### src/rtl/core/rme_pkg.sv
// Shared types and constants for the modular exponentiation block.
// No dependencies.
package rme_pkg;

  localparam int unsigned FieldW  = 32;
  localparam int unsigned CfgIdxW = 2;

  localparam logic [CfgIdxW-1:0] CfgModulus    = 2'd0;
  localparam logic [CfgIdxW-1:0] CfgPublicExp  = 2'd1;
  localparam logic [CfgIdxW-1:0] CfgPrivateExp = 2'd2;

  typedef enum logic [1:0] {
    StIdle,
    StReduce,
    StCheck,
    StMult
  } state_e;

endpackage

### src/rtl/core/rsa_modular_exponentiation.sv
// Right-to-left square-and-multiply modular exponentiation, bit-serial datapath.
// Sequence: base reduction of the message, then one multiply pass per exponent bit up to
//   the highest set bit (none for a zero exponent); the result waits in StCheck for a free output.
// Throughput: one request in flight; the shared shift-and-add multiplier retires one
//   multiplier bit per cycle and computes acc*base and base*base side by side.
// Reset: modulus = 1, both exponents = 0, no request in flight, no result pending.
module rsa_modular_exponentiation #(
  parameter int unsigned WIDTH = 32
) (
  input  logic                          clk_i,
  input  logic                          rst_ni,
  input  logic                          in_valid_i,
  output logic                          in_stall_o,
  input  logic                          action_i,
  input  logic [rme_pkg::FieldW-1:0]    message_i,
  output logic                          out_valid_o,
  input  logic                          out_stall_i,
  output logic [rme_pkg::FieldW-1:0]    result_o,
  input  logic                          cfg_we_i,
  input  logic [rme_pkg::CfgIdxW-1:0]   cfg_index_i,
  input  logic [rme_pkg::FieldW-1:0]    cfg_data_i
);

  localparam int unsigned CntW = $clog2(WIDTH);

  function automatic logic [WIDTH-1:0] add_mod(input logic [WIDTH-1:0] a,
                                               input logic [WIDTH-1:0] b,
                                               input logic [WIDTH-1:0] m);
    logic [WIDTH:0] s;
    s = {1'b0, a} + {1'b0, b};
    if (s >= {1'b0, m}) s = s - {1'b0, m};
    return s[WIDTH-1:0];
  endfunction

  rme_pkg::state_e state_q, state_d;

  logic [WIDTH-1:0] mod_q, pub_q, priv_q;
  logic [WIDTH-1:0] msg_q, msg_d;
  logic [WIDTH-1:0] exp_q, exp_d;
  logic [WIDTH-1:0] acc_q, acc_d;
  logic [WIDTH-1:0] base_q, base_d;
  logic [WIDTH-1:0] x_q, x_d;     // doubling chain of base
  logic [WIDTH-1:0] ya_q, ya_d;   // multiplier bits for acc*base
  logic [WIDTH-1:0] yb_q, yb_d;   // multiplier bits for base*base
  logic [WIDTH-1:0] p_q, p_d;
  logic [WIDTH-1:0] s_q, s_d;
  logic [CntW-1:0]  cnt_q, cnt_d;
  logic             out_valid_q, out_valid_d;
  logic [rme_pkg::FieldW-1:0] res_q, res_d;

  logic [63:0]      msg_ext, cfg_ext, acc_ext;
  logic [WIDTH-1:0] msg_w, cfg_w;
  logic [WIDTH:0]   red_t;
  logic [WIDTH-1:0] p_nxt, s_nxt, x_nxt;
  logic             last_bit, out_free, in_acc;

  assign msg_ext = 64'(message_i);
  assign msg_w   = msg_ext[WIDTH-1:0];
  assign cfg_ext = 64'(cfg_data_i);
  assign cfg_w   = cfg_ext[WIDTH-1:0];
  assign acc_ext = 64'(acc_q);

  assign in_stall_o  = (state_q != rme_pkg::StIdle);
  assign in_acc      = in_valid_i && !in_stall_o;
  assign out_valid_o = out_valid_q;
  assign result_o    = res_q;
  assign out_free    = !out_valid_q || !out_stall_i;
  assign last_bit    = (cnt_q == CntW'(WIDTH - 1));

  always_comb begin
    red_t = {base_q, msg_q[WIDTH-1]};
    if (red_t >= {1'b0, mod_q}) red_t = red_t - {1'b0, mod_q};
    x_nxt = add_mod(x_q, x_q, mod_q);
    p_nxt = ya_q[0] ? add_mod(p_q, x_q, mod_q) : p_q;
    s_nxt = yb_q[0] ? add_mod(s_q, x_q, mod_q) : s_q;
  end

  always_comb begin
    state_d     = state_q;
    msg_d       = msg_q;
    exp_d       = exp_q;
    acc_d       = acc_q;
    base_d      = base_q;
    x_d         = x_q;
    ya_d        = ya_q;
    yb_d        = yb_q;
    p_d         = p_q;
    s_d         = s_q;
    cnt_d       = cnt_q;
    out_valid_d = out_valid_q && out_stall_i;
    res_d       = res_q;
    case (state_q)
      rme_pkg::StIdle: begin
        if (in_acc) begin
          msg_d   = msg_w;
          exp_d   = action_i ? priv_q : pub_q;
          acc_d   = WIDTH'(1);
          base_d  = '0;
          cnt_d   = '0;
          state_d = rme_pkg::StReduce;
        end
      end
      rme_pkg::StReduce: begin
        // restoring remainder, message MSB first
        base_d = red_t[WIDTH-1:0];
        msg_d  = {msg_q[WIDTH-2:0], 1'b0};
        cnt_d  = cnt_q + CntW'(1);
        if (last_bit) state_d = rme_pkg::StCheck;
      end
      rme_pkg::StCheck: begin
        if (exp_q == '0) begin
          if (out_free) begin
            out_valid_d = 1'b1;
            res_d       = acc_ext[rme_pkg::FieldW-1:0];
            state_d     = rme_pkg::StIdle;
          end
        end else begin
          x_d     = base_q;
          ya_d    = acc_q;
          yb_d    = base_q;
          p_d     = '0;
          s_d     = '0;
          cnt_d   = '0;
          state_d = rme_pkg::StMult;
        end
      end
      rme_pkg::StMult: begin
        x_d   = x_nxt;
        p_d   = p_nxt;
        s_d   = s_nxt;
        ya_d  = ya_q >> 1;
        yb_d  = yb_q >> 1;
        cnt_d = cnt_q + CntW'(1);
        if (last_bit) begin
          if (exp_q[0]) acc_d = p_nxt;
          base_d  = s_nxt;
          exp_d   = exp_q >> 1;
          state_d = rme_pkg::StCheck;
        end
      end
      default: state_d = rme_pkg::StIdle;
    endcase
  end

  always_ff @(posedge clk_i or negedge rst_ni) begin
    if (!rst_ni) begin
      state_q     <= rme_pkg::StIdle;
      out_valid_q <= 1'b0;
      cnt_q       <= '0;
      mod_q       <= WIDTH'(1);
      pub_q       <= '0;
      priv_q      <= '0;
    end else begin
      state_q     <= state_d;
      out_valid_q <= out_valid_d;
      cnt_q       <= cnt_d;
      if (cfg_we_i) begin
        case (cfg_index_i)
          rme_pkg::CfgModulus:    mod_q  <= (cfg_w == '0) ? WIDTH'(1) : cfg_w;
          rme_pkg::CfgPublicExp:  pub_q  <= cfg_w;
          rme_pkg::CfgPrivateExp: priv_q <= cfg_w;
          default: ;
        endcase
      end
    end
  end

  always_ff @(posedge clk_i) begin
    msg_q  <= msg_d;
    exp_q  <= exp_d;
    acc_q  <= acc_d;
    base_q <= base_d;
    x_q    <= x_d;
    ya_q   <= ya_d;
    yb_q   <= yb_d;
    p_q    <= p_d;
    s_q    <= s_d;
    res_q  <= res_d;
  end

endmodule

### config.mk
export PLATFORM = sky130hd
export DESIGN_NAME = rsa_modular_exponentiation
export DESIGN_NICKNAME = d
export VERILOG_FILES = /design/src/rtl/core/rme_pkg.sv /design/src/rtl/core/rsa_modular_exponentiation.sv
export SDC_FILE = /design/constraint.sdc
export NUM_CORES = 1
export LEC_CHECK = 0
export BUFFER_PORTS_ARGS = -buffer_cell sky130_fd_sc_hd__buf_2
export CORE_MARGIN = 2
export CORE_UTILIZATION = 26
export DETAILED_ROUTE_END_ITERATION = 7
export PLACE_DENSITY_LB_ADDON = 0.1
export SETUP_SLACK_MARGIN = 0.1
export SLEW_MARGIN = 5
export SYNTH_ARGS = -nofsm -noshare
export SYNTH_HDL_FRONTEND = slang
export SYNTH_SLANG_ARGS = --single-unit
### constraint.sdc
create_clock -name clk_i -period 7.4 [get_ports clk_i]
set_input_delay 1.48 -clock clk_i [delete_from_list [all_inputs] [get_ports clk_i]]
set_output_delay 1.48 -clock clk_i [all_outputs]
set_load 0.05 [all_outputs]
==> flow_summary.toml, run 1 <==
[die]
die-height_um = 330
initial_core_util_pct = 26.2
die_x_um = 330
dieArea_um2 = 109000
placement_row_count = 119
core_um2 = 105000
io_pins = 106

[grt]
grt_first_pass_wirelength_mm = 137
grt_start_max_net_pins = 177
number_of_antenna_violations_at_the_first_check_in_global_routing = 2
grt_overflow_total = 0
first_global_vias = 21825
aggregate_global_route_resource_usage_pct = 16.5

[worst_setup_path]
timing.critical_path.fanout_max = 13
critical-path-slowest-cell = "sky130_fd_sc_hd__edfxtp_1"
critPathMaxStageDelay_ns = 0.49
cp_top_family = "compound AO/OA/AOI/OAI gates"
timing.rr.end = "acc_q[5]"
worstPathBufferInverterCount = 1
endpoint = "acc_q[5]"
arr_time_crit_path_ns = 6.88
crit_start = "x_q[0]"
worstSetupStartpointType = "register"
worstPathRequired_ns = 7.83
reg2reg_slack_ns = 0.96
crit_cells = 22
timing_worst_setup_path_type = "reg2reg"
worstReg2RegStart = "x_q[0]"
crit_chain = "ha_1, fa_1, a21o_1, a21oi_1, o21ai_0, a31o_2, a21oi_1, o21ai_0, a21oi_1, o21ai_0, xor2_1, ha_1, a21o_1, a21o_1, a21o_1, a21oi_1, o21ai_0, a2111o_1, a211o_1, buf_4, mux2i_1, a211oi_1"
worst-r2r-cell-count = 22
setup.worst_path.end_class = "register"

[sta]
setup_total_negative_slack_ns = 0
tightest_slew_ns = 1.12
timing.max_slew.rel_slack_pct = 25.5
setup-violations-final = 0
minimum_clock_period_after_layout_ns = 6.44
timing.final.crit_share_pct = 87.1
finalClockSkew_ns = 0.0485
timing_hold_violations_final = 0
final-max-slew-violation-count = 0
post-route-worst-setup-slack_ns = 0.958
fmax_ghz = 0.155
worst_hold_slack_ns = 0.442
rsz0062_at_grt = "no"

[clock_tree]
post_cts.resized_instances = 0
clk_transition_reported_paths_ns = 0.06
cts.htree.levels = 2
cts_buffers = 54
cts_hold_buf = 0
clock_sinks = 424
buffer_cell_driving_the_clock_tree_root = "sky130_fd_sc_hd__clkbuf_16"
cts_setup_buffers = 0
clk-insertion-delay-late_ns = 0.67
ctsLongestPathBuffers = 3
cts_tree = "yes"

[synth]
synth.area.top_cells = "sky130_fd_sc_hd__edfxtp_1, sky130_fd_sc_hd__dfrtp_1, sky130_fd_sc_hd__ha_1, sky130_fd_sc_hd__nand2_1, sky130_fd_sc_hd__o21ai_0"
muxShareOfSynthArea_pct = 4.86
share_of_synthesized_cell_area_in_full_adder_half_adder_and_majority_cells_pct = 9.21
seq_area_frac_synth_pct = 44.2
ys_dominant_reg_cell = "sky130_fd_sc_hd__edfxtp_1"
post_synth_num_cell_types = 78
post-synth-top-area-cell = "sky130_fd_sc_hd__edfxtp_1"
synth_enable_flop_cells = 320
syn_area_per_cell_um2 = 9.66
async_reset_ff_share_pct = 24.5
synth_compound_area_share_pct = 19.6
synth_top_family_by_area = "compound AO/OA/AOI/OAI gates"
synth_xor_xnor_area_share_pct = 5.13
synth_simple_gate_area_share_pct = 14.1
syn-num-nets = 3135
yosys_warnings = 0
yosys_register_bits = 424
synthesis.instances = 2863
synth_top_area_share_pct = 34.8
synth_area_um2 = 27600

[power_and_ir_drop]
worst_case_vdd_ir_drop_mv = 0.346
power_per_cell_area_nw_per_um2 = 518
cellLeakagePower_nw = 13.1
report.power.total_mw = 16.3

[detailed_routing]
pre_repair_dr_iteration_count = 7
antenna_violating_nets_left = 0
drt_first_iter_violations = 1514
avgViaCountPerCell = 5.06
totalWireLength_mm = 91.4
num_vias = 22117
drc_errors = 10
wire_per_inst_um = 20.9

[placed_design]
worst_setup_timing_slack_at_the_placement_stage_ns = 1.05
dpl_cell_area_um2 = 29700
place_congestion = 0.850
port_buffers = 105
hpwl_mm = 67.2

[final_layout]
flow.area_growth_from_synthesis_pct = 14.1
stdcell_area_um2 = 31600
n_fill_cell = 10999
design.final.nets = 3208
drive_gt1_share_pct = 10.6

[run_status]
outcome = "complete, but fails checks"
failing_checks = "DRC"

[min_path]
worst_hold_path_type = "reg2reg"

[flow_run]
max_cap_violations = 0
[registers in the layout, indices dropped and copies added (netlist names)]
name / flops
mod_q: 32
p_q: 32
acc_q: 32
ya_q: 32
priv_q: 32
pub_q: 32
msg_q: 32
x_q: 32
out_valid_o: 1
cnt_q: 5
yb_q: 32
base_q: 32
s_q: 32
result_o: 32
exp_q: 32
state_q: 2
[worst register-to-register path, cell delays in order, from the launching register on]
cell and delay (ns):
sky130_fd_sc_hd__edfxtp_1 0.49, sky130_fd_sc_hd__ha_1 0.29, sky130_fd_sc_hd__fa_1 0.41, sky130_fd_sc_hd__a21o_1 0.17, sky130_fd_sc_hd__a21oi_1 0.28, sky130_fd_sc_hd__o21ai_0 0.21, sky130_fd_sc_hd__a31o_2 0.35, sky130_fd_sc_hd__a21oi_1 0.31
sky130_fd_sc_hd__o21ai_0 0.20, sky130_fd_sc_hd__a21oi_1 0.21, sky130_fd_sc_hd__o21ai_0 0.11, sky130_fd_sc_hd__xor2_1 0.28, sky130_fd_sc_hd__ha_1 0.36, sky130_fd_sc_hd__a21o_1 0.23, sky130_fd_sc_hd__a21o_1 0.17, sky130_fd_sc_hd__a21o_1 0.19
sky130_fd_sc_hd__a21oi_1 0.15, sky130_fd_sc_hd__o21ai_0 0.11, sky130_fd_sc_hd__a2111o_1 0.46, sky130_fd_sc_hd__a211o_1 0.47, sky130_fd_sc_hd__buf_4 0.32, sky130_fd_sc_hd__mux2i_1 0.14, sky130_fd_sc_hd__a211oi_1 0.32
[final cells by class]
class	count	area, um^2	area share (%)
Antenna cell	2	5.00	0.0159
Clock buffer	75	1490	4.73
Clock inverter	27	327	1.03
Inverter	84	315	0.999
Multi-Input combinational cell	2237	14700	46.6
Sequential cell	424	12200	38.7
Tap cell	1391	1740	5.52
Timing Repair Buffer	135	766	2.43
[cell usage in the layout (no fill, tap or decap), types with 99 or more instances in the layout]
cell type,synthesis,layout
sky130_fd_sc_hd__edfxtp_1,320,320
sky130_fd_sc_hd__o21ai_0,237,236
sky130_fd_sc_hd__buf_2,7,104
sky130_fd_sc_hd__dfrtp_1,103,103
sky130_fd_sc_hd__nor2_1,147,145
sky130_fd_sc_hd__a21o_1,106,106
sky130_fd_sc_hd__a21oi_1,217,216
sky130_fd_sc_hd__nand2_1,476,474
sky130_fd_sc_hd__ha_1,194,194
sky130_fd_sc_hd__xnor2_1,99,99
[how the worst min path moves through the flow]
| stage | from | end | slack, ns | depth (start not counted) |
|---|---|---|---|---|
| floorplan | acc_q[31] | result_o[31] | 0.42 | 0 |
| global placement | acc_q[31] | result_o[31] | 0.43 | 0 |
| detailed placement | acc_q[31] | result_o[31] | 0.43 | 0 |
| CTS | acc_q[31] | result_o[31] | 0.44 | 0 |
| global route | acc_q[11] | result_o[11] | 0.47 | 0 |
| finish | acc_q[31] | result_o[31] | 0.44 | 0 |
[layer usage]
metal	vias up	track usage [%]	wire (um)	share of wire [%]
met1	10848	23.2	44400	49
met3	108	1.51	2960	3.2
met5	-	0	0	0
met4	0	4.84	2440	2.7
li1	10733	-	-	-
met2	428	27.0	41700	46
[power breakdown]
part | total (mW) | switching (mW) | leakage [nW] | internal, mW
sequential | 3.35 | 0.375 | 4.48 | 2.98
clock | 2.74 | 1.15 | 0.887 | 1.59
combinational | 10.3 | 6.12 | 7.77 | 4.13
total | 16.3 | 7.65 | 13.1 | 8.70
[cells by family (layout without fill, tap and decap cells)]
group,Yosys count,after routing
AND/OR/NAND/NOR,884,884
flip-flops,424,424
buffers and inverters,202,321
XOR/XNOR,162,162
adder cells (fa/ha/maj),200,200
multiplexers,126,126
other,0,2
AO/OA/AOI/OAI,865,865
[synth_stat cells (all sizes together) (9+ instances only)]
library cell	instances
o21ai	255
and3	26
nand4	28
or3	10
o21bai	49
nor4	22
a21oi	219
a31oi	57
o211ai	13
ha	194
nor2	147
edfxtp	320
nand2	476
nand2b	22
a211oi	30
clkbuf	97
dfrtp	103
xnor2	99
and2	10
buf	21
a21o	106
nor2b	22
o21a	27
nor3	21
mux2	65
nand3	71
inv	84
mux2i	61
xor2	63
o31ai	9
[through the flow]
stage | instances | utilization [%]
after floorplan | 2863 | -
after global placement | 4271 | 28.2
after global routing | 4373 | 29.9
final | 4375 | 29.9
after detailed placement | 4271 | 28.2
after CTS | 4373 | 29.9
No activity file was read; power rests on OpenSTA's default activity.
==> run 2, diff against run 1 <==
Settings changed: GPL_TIMING_DRIVEN set to 0.
==> run 2 against run 1 <==
Net effect: the run still ends with DRC left; power up 0.15%; hold slack better by 0.0026 ns; core utilization up 0.22 points; critical path depth up 1; count of clock-buffer cells in the layout up 2; clock power down 11%; global-route usage up 1.7 points; final cell count up 2.1%; via count up 1.7%; first-iteration DRC count down 7.0%; sequential cell count unchanged; fmax down 5.7%.
==> flow_summary.toml, run 2 (synthesis gave the netlist of run 1 again) <==
[run_status]
outcome = "complete, but fails checks"
failing_checks = "DRC"

[grt]
grt.met2_usage_pct = 28.9
number_of_antenna_violations_at_the_first_check_in_global_routing = 4
grt-busiest-layer = "met2"
grt_overflow_total = 0
aggregate_global_route_resource_usage_pct = 18.2
use_met1_pct = 26.3
first_global_vias = 22601
grt_use_met3_pct = 1.70
grt_first_pass_wirelength_mm = 148
grt_start_max_net_pins = 65

[final_layout]
drive_gt1_share_pct = 9.64
layout.cells.most_common_list = "sky130_fd_sc_hd__nand2_1, sky130_fd_sc_hd__edfxtp_1, sky130_fd_sc_hd__o21ai_0, sky130_fd_sc_hd__a21oi_1, sky130_fd_sc_hd__ha_1"
design.final.nets = 3302
layout.cells.non_filler = 4465
flow.area_growth_from_synthesis_pct = 15.0
final_common_cell = "sky130_fd_sc_hd__nand2_1"

[flow_run]
max_cap_violations = 0

[clock_tree]
cts_buffers = 51
post_cts.resized_instances = 0
clk-insertion-delay-late_ns = 0.61
buffer_cell_driving_the_clock_tree_root = "sky130_fd_sc_hd__clkbuf_16"
cts_hold_buf = 0
cts.htree.levels = 2
clock_sinks = 424
cts_tree = "yes"
clk_transition_reported_paths_ns = 0.07
ctsLongestPathBuffers = 3
cts_setup_buffers = 0

[power_and_ir_drop]
switchingPower_mw = 7.82
cellLeakagePower_nw = 13.2
combinational_share_of_power_pct = 64.1
seq_power_share_pct = 20.9
share_clk_of_total_power_pct = 15.0
power_per_cell_area_nw_per_um2 = 515
netSwitchingFraction_pct = 47.8
worst_case_vdd_ir_drop_mv = 0.244
internal-power_mw = 8.55

[sta]
finalClockSkew_ns = 0.0188
post-route-worst-setup-slack_ns = 0.566
timing_hold_violations_final = 0
timing.max_slew.rel_slack_pct = 15.9
fmax_ghz = 0.146
tightest_slew_ns = 1.26
final-max-slew-violation-count = 0
timing.final.crit_share_pct = 92.3
setup-violations-final = 0
minimum_clock_period_after_layout_ns = 6.83
rsz0062_at_grt = "no"

[worst_setup_path]
reg2reg_slack_ns = 0.57
setup.worst_path.end_class = "register"
timing.rr.end = "p_q[25]"
worstSetupStartpointType = "register"
worst-r2r-cell-count = 23
worstReg2RegStart = "x_q[0]"
worstPathRequired_ns = 7.75
arr_time_crit_path_ns = 7.18
timing.critical_path.fanout_max = 10
timing_worst_setup_path_type = "reg2reg"

[detailed_routing]
pre_repair_dr_iteration_count = 8
wire_per_inst_um = 22.4
drc_errors = 10
avgViaCountPerCell = 5.04
drt_first_iter_violations = 1408
num_vias = 22501
totalWireLength_mm = 99.9
antenna_violating_nets_left = 0

[placed_design]
worst_setup_timing_slack_at_the_placement_stage_ns = 0.434
hpwl_mm = 80.4
port_buffers = 104
place_congestion = 0.964
dp_cells = 4368

[min_path]
worstHoldPathCells = 0
worst_hold_path_type = "reg2reg"
hold_end = "result_o[31]"
hp-start = "acc_q[31]"

[die]
core_um2 = 105000
die-height_um = 330
io_pins = 106
die_x_um = 330
placement_row_count = 119
initial_core_util_pct = 26.2
dieArea_um2 = 109000
-- run 2: metrics by stage --
stage                     cell area (um^2)  power [mW]  TNS (ns)  util [%]  hold slack, ns
after global routing                 31800        17.8         0      30.1           0.460
after detailed placement             30200        13.8         0      28.6           0.440
final                                31800        16.4         0      30.2           0.444
after CTS                            31800        16.4         0      30.1           0.444
after floorplan                      27700        11.0         0         -           0.417
after global placement               29900        13.8   -148.70      28.4           0.430
-- run 2: metal layers --
layer	wire length, um	up-vias
met4	2580	0
met3	3970	113
met1	49100	10937
li1	-	10944
met2	44300	507
met5	0	-
-- run 2: worst max-delay path: stages (launching register included) --
cell and delay (ns):
sky130_fd_sc_hd__edfxtp_1 0.57, sky130_fd_sc_hd__ha_1 0.31, sky130_fd_sc_hd__fa_1 0.40, sky130_fd_sc_hd__a21o_1 0.18, sky130_fd_sc_hd__a21oi_1 0.29, sky130_fd_sc_hd__o21ai_0 0.21
sky130_fd_sc_hd__a31o_2 0.35, sky130_fd_sc_hd__a21oi_2 0.29, sky130_fd_sc_hd__o21ai_0 0.19, sky130_fd_sc_hd__a21oi_1 0.21, sky130_fd_sc_hd__o21ai_0 0.11, sky130_fd_sc_hd__xor2_1 0.33
sky130_fd_sc_hd__ha_1 0.37, sky130_fd_sc_hd__a21o_1 0.23, sky130_fd_sc_hd__a21o_1 0.17, sky130_fd_sc_hd__a21o_1 0.21, sky130_fd_sc_hd__a21oi_1 0.13, sky130_fd_sc_hd__o21ai_0 0.13
sky130_fd_sc_hd__a2111o_1 0.47, sky130_fd_sc_hd__a211o_1 0.25, sky130_fd_sc_hd__clkbuf_1 0.24, sky130_fd_sc_hd__buf_2 0.31, sky130_fd_sc_hd__mux2i_1 0.18, sky130_fd_sc_hd__a211oi_1 0.44
-- run 2: final cells by class --
cell class,instances,area [um^2]
fillers,11112,73600
well taps,1391,1740
multi-input cells,2237,14700
plain buffers,118,503
diodes,3,7.51
flip-flops and latches,424,12200
clock buffers,77,1460
repair buffers,114,738
inverters,84,315
clock inverters,17,143
-- run 2: power groups by stage --
stage               logic (mW)  registers [mW]  clock network (mW)
floorplan                 7.84            3.16                   0
global placement          10.4            3.46                   0
detailed placement        10.3            3.45                   0
CTS                       10.4            3.42                2.54
global route              11.7            3.46                2.62
finish                    10.5            3.43                2.45
-- run 2: worst max-delay path by stage --
stage                           end       from  depth (start not counted)  slack [ns]
after CTS                   p_q[25]     x_q[0]                         23        0.41
after detailed placement  acc_q[25]     x_q[0]                         23        0.43
after global routing        p_q[25]     x_q[0]                         23        0.23
after floorplan            acc_q[2]     x_q[0]                         24        1.98
after global placement     ya_q[25]  exp_q[16]                          5       -0.96
final                       p_q[25]     x_q[0]                         23        0.57
